## src/hdl/mfi_pkg.sv

```systemverilog
// Shared types and constants for the motion-JPEG frame indexer.
package mfi_pkg;

    localparam logic [7:0]  MARK_LEAD   = 8'hFF;
    localparam logic [7:0]  MARK_SOI    = 8'hD8;
    localparam logic [7:0]  MARK_EOI    = 8'hD9;
    localparam logic [15:0] LIMIT_RESET = 16'd900;
    localparam logic [31:0] POS_MAX     = 32'hFFFF_FFFF;

    localparam logic [2:0] ST_OK           = 3'd0;
    localparam logic [2:0] ST_TOO_MANY     = 3'd1;
    localparam logic [2:0] ST_UNTERMINATED = 3'd2;
    localparam logic [2:0] ST_NO_FRAMES    = 3'd3;
    localparam logic [2:0] ST_TOO_LONG     = 3'd4;

    localparam logic KIND_RECORD  = 1'b0;
    localparam logic KIND_SUMMARY = 1'b1;

    localparam int FIFO_DEPTH = 4;
    localparam int FIFO_PTR_W = $clog2(FIFO_DEPTH);
    localparam int FIFO_CNT_W = $clog2(FIFO_DEPTH + 1);

    typedef struct packed {
        logic        kind;
        logic [31:0] frame_offset;
        logic [31:0] frame_length;
        logic [15:0] frame_number;
        logic [2:0]  status;
        logic [15:0] total_frames;
        logic [31:0] largest_length;
        logic        last_of_run;
    } t_result;

    // Results produced by one byte: none, one or two, in delivery order.
    typedef struct packed {
        logic [1:0] count;
        t_result    first;
        t_result    second;
    } t_scan_out;

endpackage

```

## src/hdl/mfi_scanner.sv

```systemverilog
// Input register, marker scan state and result formation.
module mfi_scanner (
    input  logic              i_clk,
    input  logic              i_rst_n,
    input  logic              i_valid,
    output logic              o_stall,
    input  logic [7:0]        i_data_byte,
    input  logic              i_end_of_stream,
    input  logic              i_cfg_wr_en,
    input  logic [15:0]       i_cfg_wr_data,
    input  logic              i_room,
    output mfi_pkg::t_scan_out o_scan
);
    import mfi_pkg::*;

    logic        r_in_valid, n_in_valid;
    logic [7:0]  r_byte;
    logic        r_eos;
    logic [15:0] r_limit;

    logic [7:0]  r_prior,   n_prior;
    logic        r_inside,  n_inside;
    logic [31:0] r_pos,     n_pos;
    logic [31:0] r_start,   n_start;
    logic [15:0] r_found,   n_found;
    logic [31:0] r_largest, n_largest;
    logic [2:0]  r_fail,    n_fail;

    logic        advance;
    logic        accept;
    logic        rec_v;
    logic [31:0] len;
    logic [2:0]  st;
    t_result     rec;
    t_result     sum;

    assign advance = r_in_valid && i_room;
    assign o_stall = r_in_valid && !i_room;
    assign accept  = i_valid && !o_stall;
    assign len     = r_pos + 32'd1 - r_start;

    always_comb begin
        n_in_valid = accept ? 1'b1 : (advance ? 1'b0 : r_in_valid);
    end

    always_comb begin
        n_prior   = r_prior;
        n_inside  = r_inside;
        n_pos     = r_pos;
        n_start   = r_start;
        n_found   = r_found;
        n_largest = r_largest;
        n_fail    = r_fail;
        rec_v     = 1'b0;
        if (r_pos == POS_MAX) begin
            n_fail = ST_TOO_LONG;
        end else begin
            if (r_fail == ST_OK) begin
                if (!r_inside && r_prior == MARK_LEAD && r_byte == MARK_SOI) begin
                    n_start  = r_pos - 32'd1;
                    n_inside = 1'b1;
                end else if (r_inside && r_prior == MARK_LEAD && r_byte == MARK_EOI) begin
                    if (r_found < r_limit) begin
                        rec_v   = 1'b1;
                        n_found = r_found + 16'd1;
                        if (len > r_largest) begin
                            n_largest = len;
                        end
                    end else begin
                        n_fail = ST_TOO_MANY;
                    end
                    n_inside = 1'b0;
                end
                n_prior = r_byte;
            end
            n_pos = r_pos + 32'd1;
        end

        // Status by priority, taken from the state after this byte.
        if (n_fail == ST_TOO_LONG) begin
            st = ST_TOO_LONG;
        end else if (n_fail == ST_TOO_MANY) begin
            st = ST_TOO_MANY;
        end else if (n_inside) begin
            st = ST_UNTERMINATED;
        end else if (n_found == 16'd0) begin
            st = ST_NO_FRAMES;
        end else begin
            st = ST_OK;
        end

        rec                = '0;
        rec.kind           = KIND_RECORD;
        rec.frame_offset   = r_start;
        rec.frame_length   = len;
        rec.frame_number   = r_found;
        rec.last_of_run    = !r_eos;

        sum                = '0;
        sum.kind           = KIND_SUMMARY;
        sum.status         = st;
        sum.total_frames   = n_found;
        sum.largest_length = n_largest;
        sum.last_of_run    = 1'b1;

        o_scan = '0;
        if (advance) begin
            if (rec_v) begin
                o_scan.first  = rec;
                o_scan.second = sum;
                o_scan.count  = r_eos ? 2'd2 : 2'd1;
            end else if (r_eos) begin
                o_scan.first = sum;
                o_scan.count = 2'd1;
            end
        end

        // Return to the reset state once the summary is out.
        if (r_eos) begin
            n_prior   = '0;
            n_inside  = 1'b0;
            n_pos     = '0;
            n_start   = '0;
            n_found   = '0;
            n_largest = '0;
            n_fail    = ST_OK;
        end
    end

    always_ff @(posedge i_clk) begin
        if (!i_rst_n) begin
            r_in_valid <= 1'b0;
            r_limit    <= LIMIT_RESET;
            r_prior    <= '0;
            r_inside   <= 1'b0;
            r_pos      <= '0;
            r_start    <= '0;
            r_found    <= '0;
            r_largest  <= '0;
            r_fail     <= ST_OK;
        end else begin
            r_in_valid <= n_in_valid;
            if (i_cfg_wr_en) begin
                r_limit <= i_cfg_wr_data;
            end
            if (advance) begin
                r_prior   <= n_prior;
                r_inside  <= n_inside;
                r_pos     <= n_pos;
                r_start   <= n_start;
                r_found   <= n_found;
                r_largest <= n_largest;
                r_fail    <= n_fail;
            end
        end
    end

    always_ff @(posedge i_clk) begin
        if (accept) begin
            r_byte <= i_data_byte;
            r_eos  <= i_end_of_stream;
        end
    end

endmodule

```

## src/hdl/mfi_result_fifo.sv

```systemverilog
// Small result queue taking up to two results a beat and giving one.
module mfi_result_fifo (
    input  logic               i_clk,
    input  logic               i_rst_n,
    input  mfi_pkg::t_scan_out i_scan,
    output logic               o_room,
    output logic               o_valid,
    input  logic               i_stall,
    output mfi_pkg::t_result   o_head
);
    import mfi_pkg::*;

    t_result                r_mem [FIFO_DEPTH];
    logic [FIFO_PTR_W-1:0]  r_wr_ptr, n_wr_ptr;
    logic [FIFO_PTR_W-1:0]  r_rd_ptr, n_rd_ptr;
    logic [FIFO_CNT_W-1:0]  r_count,  n_count;
    logic                   pop;

    assign o_valid = (r_count != '0);
    assign o_head  = r_mem[r_rd_ptr];
    assign pop     = o_valid && !i_stall;
    // Room for a full pair of results, judged on the registered fill.
    assign o_room  = (r_count <= FIFO_CNT_W'(FIFO_DEPTH - 2));

    always_comb begin
        n_wr_ptr = r_wr_ptr + FIFO_PTR_W'(i_scan.count);
        n_rd_ptr = r_rd_ptr + FIFO_PTR_W'(pop);
        n_count  = r_count + FIFO_CNT_W'(i_scan.count) - FIFO_CNT_W'(pop);
    end

    always_ff @(posedge i_clk) begin
        if (!i_rst_n) begin
            r_wr_ptr <= '0;
            r_rd_ptr <= '0;
            r_count  <= '0;
        end else begin
            r_wr_ptr <= n_wr_ptr;
            r_rd_ptr <= n_rd_ptr;
            r_count  <= n_count;
        end
    end

    always_ff @(posedge i_clk) begin
        if (i_scan.count != 2'd0) begin
            r_mem[r_wr_ptr] <= i_scan.first;
        end
        if (i_scan.count == 2'd2) begin
            r_mem[r_wr_ptr + FIFO_PTR_W'(1)] <= i_scan.second;
        end
    end

endmodule

```

## src/hdl/mjpeg_frame_indexer_unit.sv

```systemverilog
// Top level of the motion-JPEG frame indexer: scanner and result queue.
// Path: a byte beat is captured in the input register; its results are written into the
// result queue once it has room for a pair, and the queue head offers the first result.
// Throughput: one byte per cycle while each byte gives at most one result and the queue has
// room for a pair; a record and a summary from one byte are drained one per unstalled cycle.
// Reset (i_rst_n low, synchronous): scan state cleared, queue empty, frame_limit back to 900.
module mjpeg_frame_indexer_unit (
    input  logic        i_clk,
    input  logic        i_rst_n,
    // byte channel
    input  logic        i_valid,
    output logic        o_stall,
    input  logic [7:0]  i_data_byte,
    input  logic        i_end_of_stream,
    // frame_limit register
    input  logic        i_cfg_wr_en,
    input  logic [15:0] i_cfg_wr_data,
    // result channel
    output logic        o_valid,
    input  logic        i_stall,
    output logic        o_result_kind,
    output logic [31:0] o_frame_offset,
    output logic [31:0] o_frame_length,
    output logic [15:0] o_frame_number,
    output logic [2:0]  o_status,
    output logic [15:0] o_total_frames,
    output logic [31:0] o_largest_length,
    output logic        o_last_of_run
);
    import mfi_pkg::*;

    t_scan_out scan;
    t_result   head;
    logic      room;

    // Scanner: holds one byte beat, advances it when the queue can take a pair.
    mfi_scanner u_scanner (
        .i_clk           (i_clk),
        .i_rst_n         (i_rst_n),
        .i_valid         (i_valid),
        .o_stall         (o_stall),
        .i_data_byte     (i_data_byte),
        .i_end_of_stream (i_end_of_stream),
        .i_cfg_wr_en     (i_cfg_wr_en),
        .i_cfg_wr_data   (i_cfg_wr_data),
        .i_room          (room),
        .o_scan          (scan)
    );

    // Result queue: parts the scanner from output stalls.
    mfi_result_fifo u_result_fifo (
        .i_clk   (i_clk),
        .i_rst_n (i_rst_n),
        .i_scan  (scan),
        .o_room  (room),
        .o_valid (o_valid),
        .i_stall (i_stall),
        .o_head  (head)
    );

    // Unpack the head of the queue onto the result ports.
    assign o_result_kind    = head.kind;
    assign o_frame_offset   = head.frame_offset;
    assign o_frame_length   = head.frame_length;
    assign o_frame_number   = head.frame_number;
    assign o_status         = head.status;
    assign o_total_frames   = head.total_frames;
    assign o_largest_length = head.largest_length;
    assign o_last_of_run    = head.last_of_run;

endmodule

```

## config.mk

```make
export PLATFORM = sky130hd
export DESIGN_NAME = mjpeg_frame_indexer_unit
export DESIGN_NICKNAME = d
export VERILOG_FILES = /design/src/hdl/mfi_pkg.sv /design/src/hdl/mfi_scanner.sv /design/src/hdl/mfi_result_fifo.sv /design/src/hdl/mjpeg_frame_indexer_unit.sv
export SDC_FILE = /design/constraint.sdc
export NUM_CORES = 1
export LEC_CHECK = 0
export BUFFER_PORTS_ARGS = -buffer_cell sky130_fd_sc_hd__buf_2
export CAP_MARGIN = 20
export CORE_ASPECT_RATIO = 1.5
export CORE_MARGIN = 2
export CORE_UTILIZATION = 50
export CTS_BUF_LIST = sky130_fd_sc_hd__clkbuf_16
export CTS_CLUSTER_DIAMETER = 80
export DETAILED_ROUTE_END_ITERATION = 16
export PLACE_DENSITY = 0.78
export SYNTH_ARGS = -nofsm -noshare
export SYNTH_HDL_FRONTEND = slang
export SYNTH_HIERARCHICAL = 1
export SYNTH_SLANG_ARGS = --single-unit
```

## constraint.sdc

```tcl
create_clock -name i_clk -period 13.3 [get_ports i_clk]
set_input_delay 1.33 -clock i_clk [delete_from_list [all_inputs] [get_ports i_clk]]
set_output_delay 1.33 -clock i_clk [all_outputs]
set_load 0.05 [all_outputs]
```

---- Yosys cells after proc, flatten, opt, wreduce, memory -nomap -nowiden ----
Memories as Yosys holds them, arrays and structs flattened. A register that Yosys moved wholly into a read port is not among the register bits.
Index checks and enable logic that the tools add are counted.
storage, ports and cells
  flip-flop bits (word level) ............. 157
  latch bits .............................. 0
  RAM bits ................................ 532
  output and inout bits ................... 135
  ROM bits ................................ 0
  memories kept ........................... 1
memory list
  memory               words  width  read ports  clocked after memory_dff  wr ports  RTL line               source
  u_result_fifo.r_mem  4      133    1           1                         2         mfi_result_fifo.sv:13  t_result r_mem [FIFO_DEPTH];
cells by class
  order comparisons ....................... 3
  muxes and demuxes ....................... 54
  add/sub/neg operators ................... 9
  div/mod/pow operators ................... 0
  bitwise logic cells ..................... 0
  $mul .................................... 0
  equal/unequal tests ..................... 8
  reductions and logical operators ........ 23
  shift operators ......................... 0
operator list
  kind                                                                  count
  32-bit two-way mux                                                    13
  268-bit two-way mux                                                   1
  135-bit two-way mux                                                   1
  134-bit two-way mux                                                   1
  133-bit two-way mux                                                   1
  16-bit two-way mux                                                    6
  32-bit by 1-bit adder with 32-bit output, second input constant       1
  32-bit == test, second input constant                                 1
  32-bit greater-than comparator                                        1
  32-bit by 1-bit subtractor with 32-bit output, second input constant  1
  32-bit subtractor                                                     1
  3-bit two-way mux                                                     9
  8-bit == test, second input constant                                  3
  8-bit two-way mux                                                     3
  16-bit by 1-bit adder with 16-bit output, second input constant       1
  16-bit zero test                                                      1
  16-bit < comparator                                                   1
  1-bit two-way mux                                                     16
  1-bit logical AND                                                     8
  2-bit nonzero test                                                    4
  2-bit two-way mux                                                     3
  1-bit zero test                                                       5
  4-bit AND reduction                                                   1
  3-bit by 2-bit adder with 3-bit output                                1
  13 further kinds                                                      13

---- Logic depth before layout (Yosys ltp) ----
  depth in word-level cells ............... 18
  depth in mapped cells ................... 30

---- Cells and area by module ----
Netlist, hierarchy kept.
by module, submodules not included
  module           times used  area each (µm²)  seq. area each (µm²)  cells each
  mfi_result_fifo  1           25,884.8         16,115.5              1,335
  mfi_scanner      1           12,248.0         3,093.0               1,673

---- Worst setup path after synthesis ----
No wires, ideal clock.
  kind .................................... reg2reg
  start ................................... register u_scanner.r_pos[0]
  end ..................................... memory u_result_fifo/r_mem[0][0] in the netlist's numbering, enable pin
  data arrival time ....................... 12,629 ps
  library setup time ...................... 820 ps
  clock period less this slack ............ 13,449 ps
  buffers on the path ..................... 2
  slack ................................... -149 ps
  cell stages (with the launch flop) ...... 13
  required time ........................... 12,480 ps
  cells stage by stage .................... dfxtp_1 ha_1 nand2_1 or3_1 or4b_1 nand3_1 nor2_1 clkbuf_1 ha_1 and3_1 buf_4 nor2_1 o31ai_1
RTL lines
  what                    RTL line               source
  start, declared         mfi_scanner.sv:23      logic [31:0] r_pos, n_pos;
  start signal, assigned  mfi_scanner.sv:149     r_pos <= n_pos;
  end, declared           mfi_result_fifo.sv:13

==> impl_metrics.env <==
export IMPL_outcome="complete, no violations"
export IMPL_die_w_um=229
export IMPL_drt_pass1_iterations=6
export IMPL_synth_seq_cells=689
export IMPL_p_seq_frac=0.415
export IMPL_hold_viol=0
export IMPL_io_pins=165
export IMPL_nNetsFinal=3200
export IMPL_p_leak_nw=14.7
export IMPL_post_cts_buffers=0
export IMPL_pwr_share_comb=0.255
export IMPL_worstSetupEndpointType="register"
export IMPL_drc=0
export IMPL_cts_resized=0
export IMPL_async_reset_ff_frac=0
export IMPL_grt_total_usage=0.241
export IMPL_synth_cells=3008
export IMPL_ys_seq_area_frac=0.504
export IMPL_holdCritPathClass="register to register"
export IMPL_setup_viol=0
export IMPL_n_antenna_cell=0
export IMPL_fin_tns_setup_ns=0
export IMPL_synth_area_um2=38100
export IMPL_critical_path_max_stage_delay_ns=0.57
export IMPL_rsz0062_at_grt="no"
export IMPL_clock_fmax_ghz=0.131
export IMPL_critPathLaunchType="register"
export IMPL_clockBufferDepth=3
export IMPL_cts_root_buf="clkbuf_16"
export IMPL_critPathSlowestCell="o2111a_2"
export IMPL_power_density_nw_per_um2=140
export IMPL_grt_pass1_wl_um=146000
export IMPL_switchingPower_mw=1.92
export IMPL_fin_cells=4145
export IMPL_grt_max_degree=68
export IMPL_drtIter0Drc=2087
export IMPL_path_class="register to register"
export IMPL_num_vias=24900
export IMPL_arrival_ns=7.99
export IMPL_synth_edf_count=541
export IMPL_p_int_mw=3.88
export IMPL_numCtsBuffers=69
export IMPL_fin_skew_ns=0.0239
export IMPL_yosys_area_top_type="edfxtp_1"
export IMPL_dieArea_um2=78500
export IMPL_ys_top_cells_by_area="edfxtp_1 43%, mux2_2 14%, mux4_2 7.9%, dfxtp_1 7.8%, ha_1 2.8%"
export IMPL_fin_total_pwr_mw=5.81
export IMPL_ant_nets=0
export IMPL_core_um2=75900
export IMPL_grt_overflow_total=0
export IMPL_avgSynthCellArea_um2=12.7
export IMPL_synth_cell_types=68
export IMPL_io_buffers=164
export IMPL_rows=124
export IMPL_cts_max_level=3
export IMPL_max_vdd_ir_drop_mv=0.116
export IMPL_slew_headroom=0.267
export IMPL_worst_pin_slew_ns=1.10
export IMPL_die_h_um=342
export IMPL_wl_um=96200
export IMPL_grt_pass1_vias=25000
export IMPL_tritoncts="done"
export IMPL_holdBufCountCts=0
export IMPL_area_delta_synth_final_pct=9.09
export IMPL_slew_viol_final=0
export IMPL_netlist_area_leader_share=0.426
export IMPL_final_common_cell="edfxtp_1"
export IMPL_crit_path_frequent_cell="nor2_1"
export IMPL_yosys_warnings=6
export IMPL_finalCritPeriodShare=0.573
export IMPL_reg2reg_slack_ns=5.67
export IMPL_swShare=0.331
export IMPL_yosys_most_used_dff="edfxtp_1"
export IMPL_pwr_share_clk=0.331
export IMPL_final_util=0.548
export IMPL_clock_latency_ns=0.64
export IMPL_start_util=0.503
export IMPL_cts_sinks=689
export IMPL_drive_gt1_frac=0.298
export IMPL_cp_max_fo=39
export IMPL_place_congestion=0.924
export IMPL_antenna_found_initial=2
export IMPL_most_common_layout_cells="541 x edfxtp_1, 462 x mux2_2, 261 x nor2_1"
export IMPL_clk_pin_slew_ns=0.06
export IMPL_routedWlPerCell_um=23.2
export IMPL_dpl_hpwl_um=61600
export IMPL_cap_violations=0
export IMPL_routed_via_density=6.00
export IMPL_placedCellCount=4019
export IMPL_min_period_ns=7.63
export IMPL_worstPathRequired_ns=13.67
[state kept, by name, indices dropped and copies added (netlist names), 2 cells and up]
name and cells:
u_scanner/r_fail 3, u_scanner/r_limit 16, u_result_fifo/r_rd_ptr 2, u_scanner/r_byte 8, u_scanner/r_found 16, u_result_fifo/r_mem 532, u_scanner/r_pos 32, u_scanner/r_start 32
u_result_fifo/r_wr_ptr 2, u_result_fifo/r_count 3, u_scanner/r_largest 32, u_scanner/r_prior 8
[synthesized netlist by cell type (6+ instances only)]
library cell and count:
nand2b_1 8, a22oi_1 64, mux2_1 70, and4_1 6
a21o_1 31, ha_1 86, mux2i_1 14, dfxtp_1 148
o21a_1 9, or3_1 12, nand2_1 80, a211oi_1 13
xor2_1 36, inv_1 99, nor4_1 15, buf_2 62
clkbuf_1 112, xnor2_1 70, o31ai_1 6, mux2_2 462
buf_1 7, buf_4 105, a21boi_0 7, nor2_1 265
or4_1 9, nor2b_1 78, and3_1 59, nor3_1 47
o211ai_1 13, and2_1 39, nand3_1 32, nand3b_1 11
o21ai_0 51, nand4_1 23, edfxtp_1 541, a21oi_1 118
mux4_2 133
[layout make-up]
type	count	area, um^2
repair buffers	210	1170
fillers	6099	34300
multi-input cells	2013	17400
well taps	1008	1260
clock buffers	69	1730
clock inverters	57	462
inverters	99	372
flip-flops and latches	689	19200
[path summary, 6_finish.rpt]
check / startpoint / endpoint / cells after the start
max: u_scanner/r_pos[2]$_SDFFE_PN0P_ / u_result_fifo/r_mem[1][15]$_DFFE_PP_ / 28
min: u_scanner/r_start[8]$_SDFFE_PN0P_ / u_scanner/r_start[8]$_SDFFE_PN0P_ / 2
max reg2reg: u_scanner/r_pos[2]$_SDFFE_PN0P_ / u_result_fifo/r_mem[1][15]$_DFFE_PP_ / 28
min reg2reg: u_scanner/r_start[8]$_SDFFE_PN0P_ / u_scanner/r_start[8]$_SDFFE_PN0P_ / 2
[through the flow]
stage,setup WS [ns],cell area (um^2),hold WS [ns]
3_3_place_gp,6.11,39400,0.454
5_1_grt,5.02,41600,0.489
2_1_floorplan,3.71,38400,0.443
3_5_place_dp,5.89,39400,0.459
6_report,5.67,41600,0.464
4_1_cts,5.85,41600,0.468
[critical path: cells and delay by family, from the launching register on]
| kind | cells | cell delay [ns] |
|---|---|---|
| multiplexers | 1 | 0.31 |
| adder cells (fa/ha/maj) | 2 | 0.71 |
| XOR/XNOR | 1 | 0.18 |
| buffers and inverters | 1 | 0.49 |
| AO/OA/AOI/OAI | 11 | 2.72 |
| AND/OR/NAND/NOR | 12 | 2.42 |
| flip-flops | 1 | 0.51 |
[layer usage]
metal | vias up | part of all wire | global-route usage
li1 | 11300 | - | -
met1 | 12400 | 0.38 | 0.294
met2 | 958 | 0.50 | 0.415
met3 | 259 | 0.061 | 0.0322
met4 | 4 | 0.056 | 0.133
met5 | - | 0.00025 | 0
[cell families after synthesis]
family / count (synthesis) / synth area share
adders and majority gates: 88 / 0.0293
DFF: 689 / 0.504
muxes: 679 / 0.239
buffers and inverters: 386 / 0.0506
other: 1 / 0.0000983
xor gates and xnor gates: 106 / 0.0243
AOI/OAI and AO/OA: 354 / 0.0593
and+or+nand+nor: 705 / 0.0934
[power groups by stage]
stage               Combinational, mW  Sequential, mW  Clock, mW
floorplan                        1.13            2.43          0
global placement                 1.47            2.46          0
detailed placement               1.47            2.46          0
CTS                              1.48            2.41       1.95
global route                     1.56            2.42       2.02
finish                           1.48            2.41       1.92
No activity file was read; power rests on OpenSTA's default activity.
